--- src/design/tpd_pkg.sv ---
// ----------------------------------------------------------------------------
// tpd_pkg
// Shared types and constants for the touch report packet deframer.
// ----------------------------------------------------------------------------
package tpd_pkg;

    // Packet framing
    localparam logic [3:0] PKT_LEN  = 4'd10;
    localparam logic [3:0] POS_LAST = 4'd9;

    // Characters and checksum seed
    localparam logic [7:0] SUM_SEED = 8'hAA;
    localparam logic [7:0] START_CH = 8'h55;  // 'U'
    localparam logic [7:0] TOUCH_CH = 8'h54;  // 'T'
    localparam logic [7:0] ACK_CH   = 8'h41;  // 'A'

    // Horizontal full scale used to reverse the x axis
    localparam logic [15:0] X_FULL_SCALE = 16'd4096;

    // Result event codes
    typedef enum logic [2:0] {
        EV_NONE  = 3'd0,
        EV_TOUCH = 3'd1,
        EV_ACK   = 3'd2,
        EV_OTHER = 3'd3,
        EV_CSUM  = 3'd4,
        EV_START = 3'd5
    } t_event;

    // Input action codes
    localparam logic ACT_BYTE    = 1'b0;
    localparam logic ACT_TIMEOUT = 1'b1;

    // Registered input beat handed from the input stage to the core
    typedef struct packed {
        logic       valid;
        logic       action;
        logic [7:0] rx_byte;
    } t_in_beat;

endpackage

--- src/design/tpd_in_if.sv ---
// ----------------------------------------------------------------------------
// tpd_in_if
// Input channel: one received byte or gap timeout per beat.
// ----------------------------------------------------------------------------
interface tpd_in_if;
    logic       valid;
    logic       ready;
    logic       action;
    logic [7:0] rx_byte;

    modport source (output valid, output action, output rx_byte, input ready);
    modport sink   (input valid, input action, input rx_byte, output ready);
endinterface

--- src/design/tpd_out_if.sv ---
// ----------------------------------------------------------------------------
// tpd_out_if
// Result channel: event code and latched coordinates per beat.
// ----------------------------------------------------------------------------
interface tpd_out_if;
    logic        valid;
    logic        ready;
    logic [2:0]  event_res;
    logic [11:0] coord_x;
    logic [11:0] coord_y;
    logic        coords_updated;

    modport source (output valid, output event_res, output coord_x, output coord_y,
                    output coords_updated, input ready);
    modport sink   (input valid, input event_res, input coord_x, input coord_y,
                    input coords_updated, output ready);
endinterface

--- src/design/touch_report_packet_deframer.sv ---
// ----------------------------------------------------------------------------
// touch_report_packet_deframer
// Frames 10-byte touch controller packets and reports touch coordinates.
// ----------------------------------------------------------------------------
// Takes one beat per clock: a received byte or a gap timeout. Each beat gives
// exactly one result beat, passing through the input register and then the
// result register, and a new beat is taken every cycle as long as the
// result side keeps up; a stalled result holds the input register, so at
// most two beats are in flight. Packets start with 'U' and end in a checksum
// byte seeded with 0xAA. A good 'T' packet latches x (reversed against full
// scale 4096, divided by 16) and y (divided by 16) unless the hold flag set
// at reset is still on; the first gap timeout clears it.
// ----------------------------------------------------------------------------
module touch_report_packet_deframer
    import tpd_pkg::*;
(
    input  logic      i_clk,
    input  logic      i_rst_n,
    tpd_in_if.sink    i_in,
    tpd_out_if.source o_out
);

    t_in_beat w_beat;
    logic     w_advance;

    // Input register
    tpd_in_stage u_in_stage (
        .i_clk     (i_clk),
        .i_rst_n   (i_rst_n),
        .i_in      (i_in),
        .i_advance (w_advance),
        .o_beat    (w_beat)
    );

    // Framing, decode and result register
    tpd_frame_core u_frame_core (
        .i_clk     (i_clk),
        .i_rst_n   (i_rst_n),
        .i_beat    (w_beat),
        .o_advance (w_advance),
        .o_out     (o_out)
    );

endmodule

--- src/design/tpd_in_stage.sv ---
// ----------------------------------------------------------------------------
// tpd_in_stage
// Input register: captures one beat, refills in the cycle it drains.
// ----------------------------------------------------------------------------
module tpd_in_stage
    import tpd_pkg::*;
(
    input  logic     i_clk,
    input  logic     i_rst_n,
    tpd_in_if.sink   i_in,
    input  logic     i_advance,
    output t_in_beat o_beat
);

    logic       r_valid;
    logic       r_action;
    logic [7:0] r_rx_byte;
    logic       w_take;

    // Room when empty or when the held beat moves on this cycle
    assign i_in.ready = !r_valid || i_advance;
    assign w_take     = i_in.valid && i_in.ready;

    // Valid flag
    always_ff @(posedge i_clk) begin
        if (!i_rst_n) begin
            r_valid <= 1'b0;
        end else if (w_take) begin
            r_valid <= 1'b1;
        end else if (i_advance) begin
            r_valid <= 1'b0;
        end
    end

    // Payload
    always_ff @(posedge i_clk) begin
        if (w_take) begin
            r_action  <= i_in.action;
            r_rx_byte <= i_in.rx_byte;
        end
    end

    assign o_beat = '{valid: r_valid, action: r_action, rx_byte: r_rx_byte};

endmodule

--- src/design/tpd_frame_core.sv ---
// ----------------------------------------------------------------------------
// tpd_frame_core
// Framing state, checksum, packet decode and the result register.
// ----------------------------------------------------------------------------
module tpd_frame_core
    import tpd_pkg::*;
(
    input  logic      i_clk,
    input  logic      i_rst_n,
    input  t_in_beat  i_beat,
    output logic      o_advance,
    tpd_out_if.source o_out
);

    // Framing state
    logic [3:0]  r_byte_index, n_byte_index;
    logic [7:0]  r_sum, n_sum;
    logic        r_hold, n_hold;
    logic [11:0] r_lat_x, n_lat_x;
    logic [11:0] r_lat_y, n_lat_y;

    // Packet bytes that are read back: type and two coordinate words
    logic [7:0]  r_pb1, n_pb1;
    logic [7:0]  r_pb3, n_pb3;
    logic [7:0]  r_pb4, n_pb4;
    logic [7:0]  r_pb5, n_pb5;
    logic [7:0]  r_pb6, n_pb6;

    // Result register
    logic        r_out_valid;
    t_event      r_event, n_event;
    logic        r_upd, n_upd;

    logic        w_step;
    logic [3:0]  w_pos;
    logic [15:0] w_diff;
    logic [15:0] w_raw_v;

    // Result slot free when empty or being taken
    assign o_advance = !r_out_valid || o_out.ready;
    assign w_step    = i_beat.valid && o_advance;

    // Out-of-range index restarts the packet
    assign w_pos   = (r_byte_index >= PKT_LEN) ? 4'd0 : r_byte_index;
    assign w_diff  = X_FULL_SCALE - {r_pb4, r_pb3};
    assign w_raw_v = {r_pb6, r_pb5};

    // Next state and result
    always_comb begin
        n_byte_index = r_byte_index;
        n_sum        = r_sum;
        n_hold       = r_hold;
        n_lat_x      = r_lat_x;
        n_lat_y      = r_lat_y;
        n_pb1        = r_pb1;
        n_pb3        = r_pb3;
        n_pb4        = r_pb4;
        n_pb5        = r_pb5;
        n_pb6        = r_pb6;
        n_event      = EV_NONE;
        n_upd        = 1'b0;
        if (w_step) begin
            if (i_beat.action == ACT_TIMEOUT) begin
                n_byte_index = 4'd0;
                n_hold       = 1'b0;
            end else begin
                n_byte_index = w_pos + 4'd1;
                n_sum        = ((w_pos == 4'd0) ? SUM_SEED : r_sum) + i_beat.rx_byte;
                case (w_pos)
                    4'd1:    n_pb1 = i_beat.rx_byte;
                    4'd3:    n_pb3 = i_beat.rx_byte;
                    4'd4:    n_pb4 = i_beat.rx_byte;
                    4'd5:    n_pb5 = i_beat.rx_byte;
                    4'd6:    n_pb6 = i_beat.rx_byte;
                    default: ;
                endcase
                if (w_pos == 4'd0) begin
                    if (i_beat.rx_byte != START_CH) begin
                        n_byte_index = 4'd0;
                        n_event      = EV_START;
                    end
                end else if (w_pos == POS_LAST) begin
                    n_byte_index = 4'd0;
                    if (i_beat.rx_byte != r_sum) begin
                        n_event = EV_CSUM;
                    end else if (r_pb1 == TOUCH_CH) begin
                        n_event = EV_TOUCH;
                        if (!r_hold) begin
                            n_lat_x = w_diff[15:4];
                            n_lat_y = w_raw_v[15:4];
                            n_upd   = 1'b1;
                        end
                    end else if (r_pb1 == ACK_CH) begin
                        n_event = EV_ACK;
                    end else begin
                        n_event = EV_OTHER;
                    end
                end
            end
        end
    end

    // Control state
    always_ff @(posedge i_clk) begin
        if (!i_rst_n) begin
            r_byte_index <= 4'd0;
            r_sum        <= SUM_SEED;
            r_hold       <= 1'b1;
            r_lat_x      <= 12'd0;
            r_lat_y      <= 12'd0;
            r_out_valid  <= 1'b0;
        end else begin
            r_byte_index <= n_byte_index;
            r_sum        <= n_sum;
            r_hold       <= n_hold;
            r_lat_x      <= n_lat_x;
            r_lat_y      <= n_lat_y;
            if (w_step) begin
                r_out_valid <= 1'b1;
            end else if (o_out.ready) begin
                r_out_valid <= 1'b0;
            end
        end
    end

    // Packet bytes and result payload
    always_ff @(posedge i_clk) begin
        r_pb1 <= n_pb1;
        r_pb3 <= n_pb3;
        r_pb4 <= n_pb4;
        r_pb5 <= n_pb5;
        r_pb6 <= n_pb6;
        if (w_step) begin
            r_event <= n_event;
            r_upd   <= n_upd;
        end
    end

    // Coordinates shown are the latched values after the beat
    logic [11:0] r_out_x;
    logic [11:0] r_out_y;

    always_ff @(posedge i_clk) begin
        if (w_step) begin
            r_out_x <= n_lat_x;
            r_out_y <= n_lat_y;
        end
    end

    assign o_out.valid          = r_out_valid;
    assign o_out.event_res      = r_event;
    assign o_out.coord_x        = r_out_x;
    assign o_out.coord_y        = r_out_y;
    assign o_out.coords_updated = r_upd;

endmodule
--- src/flat_wrapper.sv ---
// flat-port wrapper written by rule: the top's interface ports become plain ports
module touch_report_packet_deframer_flat import tpd_pkg::*;
  (i_clk, i_rst_n, i_in_valid, i_in_action, i_in_rx_byte, i_in_ready, o_out_valid, o_out_event_res, o_out_coord_x, o_out_coord_y, o_out_coords_updated, o_out_ready);
  tpd_in_if i_in_i ();
  tpd_out_if o_out_i ();
  input  logic i_clk;
  input  logic i_rst_n;
  input wire logic [$bits(i_in_i.valid)-1:0] i_in_valid;
  input wire logic [$bits(i_in_i.action)-1:0] i_in_action;
  input wire logic [$bits(i_in_i.rx_byte)-1:0] i_in_rx_byte;
  output wire logic [$bits(i_in_i.ready)-1:0] i_in_ready;
  output wire logic [$bits(o_out_i.valid)-1:0] o_out_valid;
  output wire logic [$bits(o_out_i.event_res)-1:0] o_out_event_res;
  output wire logic [$bits(o_out_i.coord_x)-1:0] o_out_coord_x;
  output wire logic [$bits(o_out_i.coord_y)-1:0] o_out_coord_y;
  output wire logic [$bits(o_out_i.coords_updated)-1:0] o_out_coords_updated;
  input wire logic [$bits(o_out_i.ready)-1:0] o_out_ready;
  assign i_in_i.valid = i_in_valid;
  assign i_in_i.action = i_in_action;
  assign i_in_i.rx_byte = i_in_rx_byte;
  assign i_in_ready = i_in_i.ready;
  assign o_out_valid = o_out_i.valid;
  assign o_out_event_res = o_out_i.event_res;
  assign o_out_coord_x = o_out_i.coord_x;
  assign o_out_coord_y = o_out_i.coord_y;
  assign o_out_coords_updated = o_out_i.coords_updated;
  assign o_out_i.ready = o_out_ready;
  touch_report_packet_deframer u_core (.i_clk(i_clk), .i_rst_n(i_rst_n), .i_in(i_in_i), .o_out(o_out_i));
endmodule
--- config.mk ---
export PLATFORM = sky130hd
export DESIGN_NAME = touch_report_packet_deframer_flat
export DESIGN_NICKNAME = d
export VERILOG_FILES = /design/src/design/tpd_pkg.sv /design/src/design/tpd_in_if.sv /design/src/design/tpd_out_if.sv /design/src/design/touch_report_packet_deframer.sv /design/src/design/tpd_in_stage.sv /design/src/design/tpd_frame_core.sv /design/src/flat_wrapper.sv
export SDC_FILE = /design/constraint.sdc
export NUM_CORES = 1
export LEC_CHECK = 0
export CAP_MARGIN = 20
export CORE_MARGIN = 2
export CORE_UTILIZATION = 57
export DETAILED_ROUTE_END_ITERATION = 10
export DONT_BUFFER_PORTS = 1
export GPL_TIMING_DRIVEN = 0
export HOLD_SLACK_MARGIN = 0.15
export PLACE_DENSITY = 0.82
export SYNTH_ARGS = -nofsm -noshare
export SYNTH_HDL_FRONTEND = slang
export SYNTH_SLANG_ARGS = --single-unit
--- constraint.sdc ---
create_clock -name i_clk -period 2.4 [get_ports i_clk]
set_input_delay 0.48 -clock i_clk [delete_from_list [all_inputs] [get_ports i_clk]]
set_output_delay 0.48 -clock i_clk [all_outputs]
set_load 0.01 [all_outputs]
* After elaboration in Yosys (flattened, before gate mapping)
Index checks and enable logic that the tools add are counted.
** Operators by class
- Equality and inequality tests :: 10
- Reductions and logical operators :: 17
- Muxes and demuxes :: 31
- Add/subtract/negate cells :: 3
- Magnitude comparators :: 1
- Bitwise operators :: 3
** Operator list (count)
- 12-bit two-way mux :: 14
- 4-bit two-way mux :: 5
- 8-bit by 7-bit == test with 1-bit output, second input constant :: 2
- 13-bit by 16-bit subtractor with 16-bit output, first input constant :: 1
- 3-bit AND reduction :: 5
- 4-bit by 3-bit == test with 1-bit output, second input constant :: 3
- 3-bit two-way mux :: 4
- 8-bit adder :: 1
- 8-bit two-way mux :: 1
- 8-bit by 7-bit != test with 1-bit output, second input constant :: 1
- 8-bit != test :: 1
- 1-bit two-way mux :: 6
- 5-bit OR reduction :: 1
- 4-bit by 1-bit adder with 4-bit output, second input constant :: 1
- 4-bit by 1-bit == test with 1-bit output, second input constant :: 1
- 4-bit by 2-bit == test with 1-bit output, second input constant :: 1
- 4-bit == test, second input constant :: 1
- 4-bit greater-or-equal comparator, second input constant :: 1
- 4-bit logical NOT :: 1
- 2-bit AND reduction :: 2
- 2-bit nonzero test :: 2
- 1-bit inverter :: 3
- 1-bit logical AND :: 2
- 1-bit logical NOT :: 2
- 2 further kinds :: 3
** Word-level totals
- Bits of input ports :: 13
- Word-level logic and storage cells :: 83
- Output and inout port bits :: 30
- Bits in registers :: 116

* Longest topological paths before layout
Gate-level depths: netlist of run 1.
- Word-level depth :: 8
- Mapped depth :: 13
- Gate-level depth less buffers :: 13

* Modules after synthesis
Synthesis of run 1 repeated with hierarchy kept, for this count alone.
** Unflattened totals
- Cells, all modules :: 404
- Area total of the unflattened synthesis :: 4765.8 um2
** Modules (own cells, without submodules)
- tpd_frame_core :: area each 4423.0 um2, instances 1, cells an instance 388
- tpd_in_stage :: area each 342.8 um2, instances 1, cells an instance 16

* Worst setup path after synthesis of run 1
Ideal clock, no wire load.
- Path kind :: flip-flop to flip-flop
- From :: register u_core.u_frame_core.r_byte_index[3]
- To :: register u_core.u_frame_core.r_sum[4]
- Path slack :: -0.275 ns
- Arrival time :: 2.560 ns
- Required time :: 2.285 ns
- Stages on the path, launching flop included :: 13
- Buffers on the path :: 0
- Cells stage by stage :: dfxtp_1 or3b_1 and2_1 nand2_1 and2_1 ha_1 inv_1 fa_1 nor2b_1 o21ai_0 a21boi_0 o31ai_1 and2_1
** Between the ends
- Cells in the longest elaborated chain, start to end :: 5
** RTL lines
- from (decl) :: line tpd_frame_core.sv:16 : logic [3:0] r_byte_index, n_byte_index;
- from (signal assigned) :: line tpd_frame_core.sv:113 : r_byte_index <= n_byte_index;
- 4-bit greater-or-equal comparator :: line tpd_frame_core.sv:44 : assign w_pos = (r_byte_index >= PKT_LEN) ? 4'd0 : r_byte_index;
- 4-bit two-way mux (*) :: line tpd_frame_core.sv:44
- 4-bit logical NOT (*) :: line tpd_frame_core.sv:68 : n_sum = ((w_pos == 4'd0) ? SUM_SEED : r_sum) + i_beat.rx_byte;
- 8-bit two-way mux (*) :: line tpd_frame_core.sv:68
- 8-bit adder (*) :: line tpd_frame_core.sv:68
- to (signal assigned) :: line tpd_frame_core.sv:114 : r_sum <= n_sum;
- to (decl) :: line tpd_frame_core.sv:17 : logic [7:0] r_sum, n_sum;
Mark *: on every way between the ends. The rest lies on a longest branch, timed or not.
A chain may end at the register's enable or synchronous reset.

* Final worst setup path of run 1
- From :: register u_core.u_frame_core.r_byte_index[3]
- To :: register u_core.u_frame_core.r_sum[7]
Same word-level chain as after synthesis.

==> flow_metrics.env, run 1 <==
export IMPL_status="finished, violations left"
export IMPL_violations="negative setup slack"
export IMPL_gp_congestion=0.854
export IMPL_period_needed_ns=2.57
export IMPL_postSynthCellCount=406
export IMPL_fp_row_count=33
export IMPL_die_x_microns=94.8
export IMPL_drtIter0Drc=196
export IMPL_grt_max_degree=29
export IMPL_r2r_cells=10
export IMPL_wl_per_cell_microns=18.0
export IMPL_slowest_delay_ns=0.39
export IMPL_vias_per_cell=6.03
export IMPL_io_buffers=0
export IMPL_p_per_area_nw_per_um2=622
export IMPL_synth_seq_cells=112
export IMPL_crit_start="u_core.u_frame_core.r_byte_index[3]$_SDFFE_PN0P_"
export IMPL_dp_hpwl_microns=6470
export IMPL_synthFlopType="edfxtp_1"
export IMPL_insertion_delay_ns=0.37
export IMPL_vdd_drop_max_mv=0.535
export IMPL_core_area_sq_um=8090
export IMPL_worst_ep_required_time_ns=2.63
export IMPL_stdcell_count=545
export IMPL_slew_headroom=0.555
export IMPL_dieArea_sq_um=8990
export IMPL_drive_gt1_frac=0.207
export IMPL_skew_ns=0.0136
export IMPL_crit_slowest_cell="dfxtp_4"
export IMPL_worstSetupEndpointType="flop"
export IMPL_antennaDiodeCount=0
export IMPL_multi_input_area_sq_um=1850
export IMPL_place_ws_ns=-0.299
export IMPL_critPathBufInv=0
export IMPL_antenna_found_initial=0
export IMPL_vias=3287
export IMPL_tns_ns=-0.674
export IMPL_drt_wl_total_microns=9800
export IMPL_dp_cells=511
export IMPL_critPathTopFamily="simple AND/OR/NAND/NOR gates"
export IMPL_hold_buffers=0
export IMPL_finalSetupViolations=17
export IMPL_synth_area_top_cells="edfxtp_1 47%, dfxtp_1 17%, nand2_1 3.6%"
export IMPL_cts_htree_levels=3
export IMPL_clock_sinks=112
export IMPL_clkSlewWorstSetupHoldPaths_ns=0.10
export IMPL_synth_edf_count=73
export IMPL_grtUsageTotal=0.229
export IMPL_criticalPathCategory="flop to flop"
export IMPL_syn_to_final_growth_pct=16.3
export IMPL_fin_ws_ns=-0.165
export IMPL_synth_area_per_cell_sq_um=11.6
export IMPL_reg2reg_slack_ns=-0.17
export IMPL_cts_tree="built"
export IMPL_root_buffer="clkbuf_8"
export IMPL_synth_warning_count=0
export IMPL_nets=460
export IMPL_synth_top_area_share=0.466
export IMPL_yosysTopAreaCell="edfxtp_1"
export IMPL_drcViolationCount=0
export IMPL_r2r_end="u_core.u_frame_core.r_sum[7]$_SDFFE_PN1P_"
export IMPL_crit_fanout=8
export IMPL_io_pins=43
export IMPL_start_kind="flop"
export IMPL_report_final_slew_viol_count=0
export IMPL_placed_cell_area_sq_um=4870
export IMPL_syn_area_sq_um=4700
export IMPL_crit_path_cell_trace="or3b_4 -> and2_4 -> nand2_8 -> and2_1 -> ha_4 -> nand3_2 -> o2111ai_2 -> and4_4 -> o41ai_4 -> o31ai_2"
export IMPL_syn_nets=431
export IMPL_rr_startpoint="u_core.u_frame_core.r_byte_index[3]$_SDFFE_PN0P_"
export IMPL_critical_path_arrival_ns=2.80
export IMPL_numCtsBuffers=9
export IMPL_tightest_slew_ns=0.662
export IMPL_yosysUniqueCellTypes=51
export IMPL_async_reset_ff_frac=0
export IMPL_ys_seq_area_frac=0.633
export IMPL_grt_pass1_wl_microns=15400
export IMPL_seq_area_sq_um=2980
export IMPL_fmax_ghz=0.390
export IMPL_die_height_microns=94.8
export IMPL_fin_crit_sh=1.07
export IMPL_grt_ovfl_total=0
export IMPL_hp_class="primary input to flop"
export IMPL_ant_nets=0
export IMPL_dr_pass1_iters=4
export IMPL_final_util=0.676
export IMPL_p_leak_nw=2.00
export IMPL_rsz0062_at_grt="yes"
export IMPL_fillCellCount=576
export IMPL_grt_pass1_vias=3207
export IMPL_clock_path_buffers=2
export IMPL_critPathCapture="u_core.u_frame_core.r_sum[7]$_SDFFE_PN1P_"
export IMPL_critical_path_depth=10
export IMPL_final_cell_area_sq_um=5470
export IMPL_start_util=0.581
export IMPL_drv_cap=0
export IMPL_hold_viol=0
-- cell families after synthesis --
kind of cell / count (synthesis) / share of synthesized area
AND/OR/NAND/NOR: 149 / 0.167
AO/OA/AOI/OAI: 87 / 0.112
adder cells (fa/ha/maj): 12 / 0.0335
buffers and inverters: 32 / 0.0280
XOR/XNOR: 14 / 0.0261
flip-flops: 112 / 0.633
-- power by group --
part / switching [mW] / leakage [nW] / internal [mW] / total (mW)
clock network: 0.641 / 0.104 / 0.461 / 1.10
logic: 0.0938 / 0.922 / 0.0675 / 0.161
registers: 0.0505 / 0.977 / 2.09 / 2.14
total: 0.785 / 2.00 / 2.62 / 3.40
-- stage by stage --
step	total power, mW	hold WS (ns)
after global placement	2.29	0.451
final	3.40	0.204
after CTS	3.39	0.191
after detailed placement	2.30	0.463
after global routing	3.50	0.184
after floorplan	2.26	0.439
-- state kept, by name, summed over array words and instances (netlist names), 4 cells and up --
name                               flops
u_core.u_in_stage.r_rx_byte            8
u_core.u_frame_core.r_pb5              4
u_core.u_frame_core.r_pb3              8
u_core.u_frame_core.r_pb6              8
u_core.u_frame_core.r_lat_x           12
u_core.u_frame_core.r_pb4              8
u_core.u_frame_core.r_pb1              8
u_core.u_frame_core.r_sum              8
u_core.u_frame_core.r_lat_y           12
u_core.u_frame_core.r_byte_index       4
u_core.u_frame_core.o_out.coord_x     12
u_core.u_frame_core.o_out.coord_y     12
-- layer usage --
metal | global-route usage | up-vias | share of wire
met5 | 0 | - | 0
met4 | 0.0845 | 0 | 0.040
met3 | 0.0527 | 33 | 0.053
met2 | 0.405 | 129 | 0.52
met1 | 0.272 | 1575 | 0.39
li1 | - | 1550 | -
-- Yosys cell counts, drive strengths merged, types with 5 or more instances --
cell type,instances
a21oi,32
and2,8
and3,6
buf,5
clkbuf,12
dfxtp,39
edfxtp,73
ha,11
inv,14
nand2,45
nand2b,6
nand3,22
nand4,6
nor2,19
nor3,7
nor4,5
o21ai,30
or4,6
xor2,10
-- final cells by class --
type,instances,area share
Sequential cell,112,0.546
Multi-Input combinational cell,262,0.338
Timing Repair Buffer,19,0.0304
Clock buffer,11,0.0279
Tap cell,105,0.0240
Buffer,16,0.0142
Inverter,15,0.0103
Clock inverter,5,0.00892
-- layout by cell type (no fill, tap or decap), drive strengths merged, types with 3 or more instances in the layout --
| master | instances |
|---|---|
| a21oi | 32 |
| nor2 | 19 |
| or3 | 4 |
| xor2 | 10 |
| xnor2 | 4 |
| edfxtp | 73 |
| nand4 | 6 |
| nand3 | 22 |
| and2 | 8 |
| a31oi | 3 |
| dfxtp | 39 |
| o2111ai | 3 |
| nor2b | 4 |
| o211ai | 3 |
| o21ai | 30 |
| buf | 26 |
| a211oi | 3 |
| clkbuf | 20 |
| clkinv | 3 |
| and3 | 6 |
| a22oi | 3 |
| nand2 | 45 |
| nor3 | 7 |
| ha | 11 |
| or4 | 6 |
| nand2b | 6 |
| nor4 | 5 |
| inv | 17 |
-- worst min path at each step --
| stage | start | end | cells after the start |
|---|---|---|---|
| 2_1_floorplan | u_core.u_frame_core.r_hold$_SDFFE_PN1P_ | u_core.u_frame_core.r_hold$_SDFFE_PN1P_ | 2 |
| 3_3_place_gp | u_core.u_frame_core.r_lat_x[8]$_SDFF_PN0_ | u_core.u_frame_core.r_lat_x[8]$_SDFF_PN0_ | 2 |
| 3_5_place_dp | u_core.u_frame_core.r_lat_x[9]$_SDFF_PN0_ | u_core.u_frame_core.r_lat_x[9]$_SDFF_PN0_ | 2 |
| 4_1_cts | i_in_rx_byte[4] | u_core.u_in_stage.r_rx_byte[4]$_DFFE_PP_ | 0 |
| 5_1_grt | i_in_rx_byte[4] | u_core.u_in_stage.r_rx_byte[4]$_DFFE_PP_ | 0 |
| 6_report | i_in_rx_byte[4] | u_core.u_in_stage.r_rx_byte[4]$_DFFE_PP_ | 0 |
-- repair_timing --
action / 4_1_cts / 5_1_grt
setup endpoints to repair: 54 / 58
pin swaps: 10 / 8
buffers inserted: 12 / 8
gates resized for setup: 24 / 31
endpoints found under the hold margin: 0 / 0
Power figures use the tool's default switching activity.
==> inputs of run 2 (changes only) <==
--- a/config.mk
+++ b/config.mk
@@ -6,7 +6,7 @@
 export NUM_CORES = 1
 export LEC_CHECK = 0
 export CAP_MARGIN = 20
-export CORE_MARGIN = 2
+export CORE_MARGIN = 1.5
 export CORE_UTILIZATION = 57
 export DETAILED_ROUTE_END_ITERATION = 10
 export DONT_BUFFER_PORTS = 1
==> run 2 against run 1 <==
  * The run still ends with negative setup slack left
  * Cell count down 1.1%
  * Sequential share of layout area up 0.99 points
  * Non-clock buffer count down 3
  * Clock-buffer cell count down 2
  * Critical endpoint unchanged
  * Largest power group unchanged
==> flow_metrics.env, run 2 (synthesis gave the netlist of run 1 again) <==
export IMPL_fp_row_count=32
export IMPL_antenna_found_initial=0
export IMPL_antennaDiodeCount=0
export IMPL_grt_ovfl_total=0
export IMPL_drv_cap=0
export IMPL_fillCellCount=549
export IMPL_finalSetupViolations=3
export IMPL_syn_to_final_growth_pct=14.1
export IMPL_slowest_delay_ns=0.39
export IMPL_critPathBufInv=0
export IMPL_final_cell_area_sq_um=5360
export IMPL_root_buffer="clkbuf_8"
export IMPL_clkSlewWorstSetupHoldPaths_ns=0.11
export IMPL_cts_htree_levels=3
export IMPL_layout_commonest_cell="edfxtp_1"
export IMPL_final_cell_mix="73 x edfxtp_1, 44 x nand2_1, 36 x dfxtp_1"
export IMPL_start_util=0.599
export IMPL_crit_slowest_cell="or3b_4"
export IMPL_fin_crit_sh=1.03
export IMPL_rsz0062_at_grt="yes"
export IMPL_die_x_microns=93.8
export IMPL_ant_nets=0
export IMPL_hold_buffers=0
export IMPL_tns_ns=-0.188
export IMPL_grt_max_degree=29
export IMPL_vias_per_cell=6.09
export IMPL_critical_path_arrival_ns=2.78
export IMPL_grtUsageTotal=0.230
export IMPL_report_final_slew_viol_count=0
export IMPL_hold_viol=0
export IMPL_maxUsedRoutingLayer="met4"
export IMPL_period_needed_ns=2.48
export IMPL_status="finished, violations left"
export IMPL_finalPower_mw=3.42
export IMPL_slew_headroom=0.476
export IMPL_insertion_delay_ns=0.39
export IMPL_grt_pass1_vias=3049
export IMPL_placed_cell_area_sq_um=4870
export IMPL_drtIter0Drc=189
export IMPL_start_kind="flop"
export IMPL_whs_ns=0.182
export IMPL_crit_path_cell_trace="or3b_4 -> and2_4 -> nand2_8 -> and2_1 -> ha_1 -> nand3_1 -> o2111ai_2 -> and4_4 -> o211a_1 -> o31ai_1"
export IMPL_hp_class="primary input to flop"
export IMPL_gp_congestion=0.864
export IMPL_crit_fanout=8
export IMPL_grt_pass1_wl_microns=15100
export IMPL_worstSetupEndpointType="flop"
export IMPL_critPathTopFamily="simple AND/OR/NAND/NOR gates"
export IMPL_fmax_ghz=0.404
export IMPL_clock_path_buffers=2
export IMPL_p_per_area_nw_per_um2=637
export IMPL_die_height_microns=93.8
export IMPL_dieArea_sq_um=8800
export IMPL_dp_hpwl_microns=6300
export IMPL_skew_ns=0.0137
export IMPL_wl_per_cell_microns=18.1
export IMPL_fin_ws_ns=-0.0781
export IMPL_cts_tree="built"
export IMPL_drt_wl_total_microns=9740
export IMPL_place_ws_ns=-0.359
export IMPL_violations="negative setup slack"
export IMPL_wl_met1_microns=4070
export IMPL_drive_gt1_frac=0.183
export IMPL_criticalPathCategory="flop to flop"
export IMPL_vias=3283
export IMPL_io_buffers=0
export IMPL_dr_pass1_iters=5
export IMPL_vdd_drop_max_mv=0.392
export IMPL_io_pins=43
export IMPL_nets=457
export IMPL_worst_ep_required_time_ns=2.70
export IMPL_numCtsBuffers=9
export IMPL_wl_met2_microns=4770
export IMPL_tightest_slew_ns=0.781
export IMPL_core_area_sq_um=7850
export IMPL_drcViolationCount=0
export IMPL_p_leak_nw=1.98
export IMPL_route_met3_wl_microns=616
export IMPL_clock_sinks=112
run 2: worst paths after layout:
path,start,end,slack (ns),cells past startpoint
worst max-delay path,u_core.u_frame_core.r_byte_index[3]$_SDFFE_PN0P_,u_core.u_frame_core.r_sum[7]$_SDFFE_PN1P_,-0.08,10
worst max register to register,u_core.u_frame_core.r_byte_index[3]$_SDFFE_PN0P_,u_core.u_frame_core.r_sum[7]$_SDFFE_PN1P_,-0.08,10
worst min-delay path,i_in_rx_byte[7],u_core.u_in_stage.r_rx_byte[7]$_DFFE_PP_,0.18,0
worst min register to register,u_core.u_frame_core.r_lat_y[3]$_SDFF_PN0_,u_core.u_frame_core.r_lat_y[3]$_SDFF_PN0_,0.47,2
run 2: layer usage:
| metal | GRT usage | vias up |
|---|---|---|
| li1 | - | 1545 |
| met1 | 0.291 | 1547 |
| met2 | 0.385 | 162 |
| met3 | 0.0485 | 29 |
| met4 | 0.0908 | 0 |
| met5 | 0 | - |
run 2: per-stage QoR:
step,cells,util
6_report,539,0.683
5_1_grt,539,0.683
4_1_cts,537,0.673
3_5_place_dp,508,0.620
3_3_place_gp,508,0.620
2_1_floorplan,406,-
run 2: what timing repair did:
item                       CTS  global route
resized for setup           26            13
buffers inserted            13             3
setup endpoints to repair   54            52
pin swaps                   14             3
run 2: power breakdown:
group	internal (mW)	switching, mW
Combinational	0.0561	0.0839
Clock	0.421	0.712
Sequential	2.09	0.0528
run 2: cell type report:
| type | instances | area, sq um | share of cell area |
|---|---|---|---|
| multi-input cells | 262 | 1760 | 0.328 |
| flip-flops and latches | 112 | 2980 | 0.556 |
| plain buffers | 15 | 83.8 | 0.0156 |
| well taps | 102 | 128 | 0.0238 |
| clock inverters | 7 | 83.8 | 0.0156 |
| inverters | 15 | 56.3 | 0.0105 |
| clock buffers | 9 | 124 | 0.0231 |
| repair buffers | 17 | 148 | 0.0275 |
run 2: worst register-to-register path, cell delays in order, from the launching register on:
cell and delay [ns]:
dfxtp_4 0.38, or3b_4 0.39, and2_4 0.17, nand2_8 0.09
and2_1 0.13, ha_1 0.28, nand3_1 0.13, o2111ai_2 0.15
and4_4 0.23, o211a_1 0.22, o31ai_1 0.21
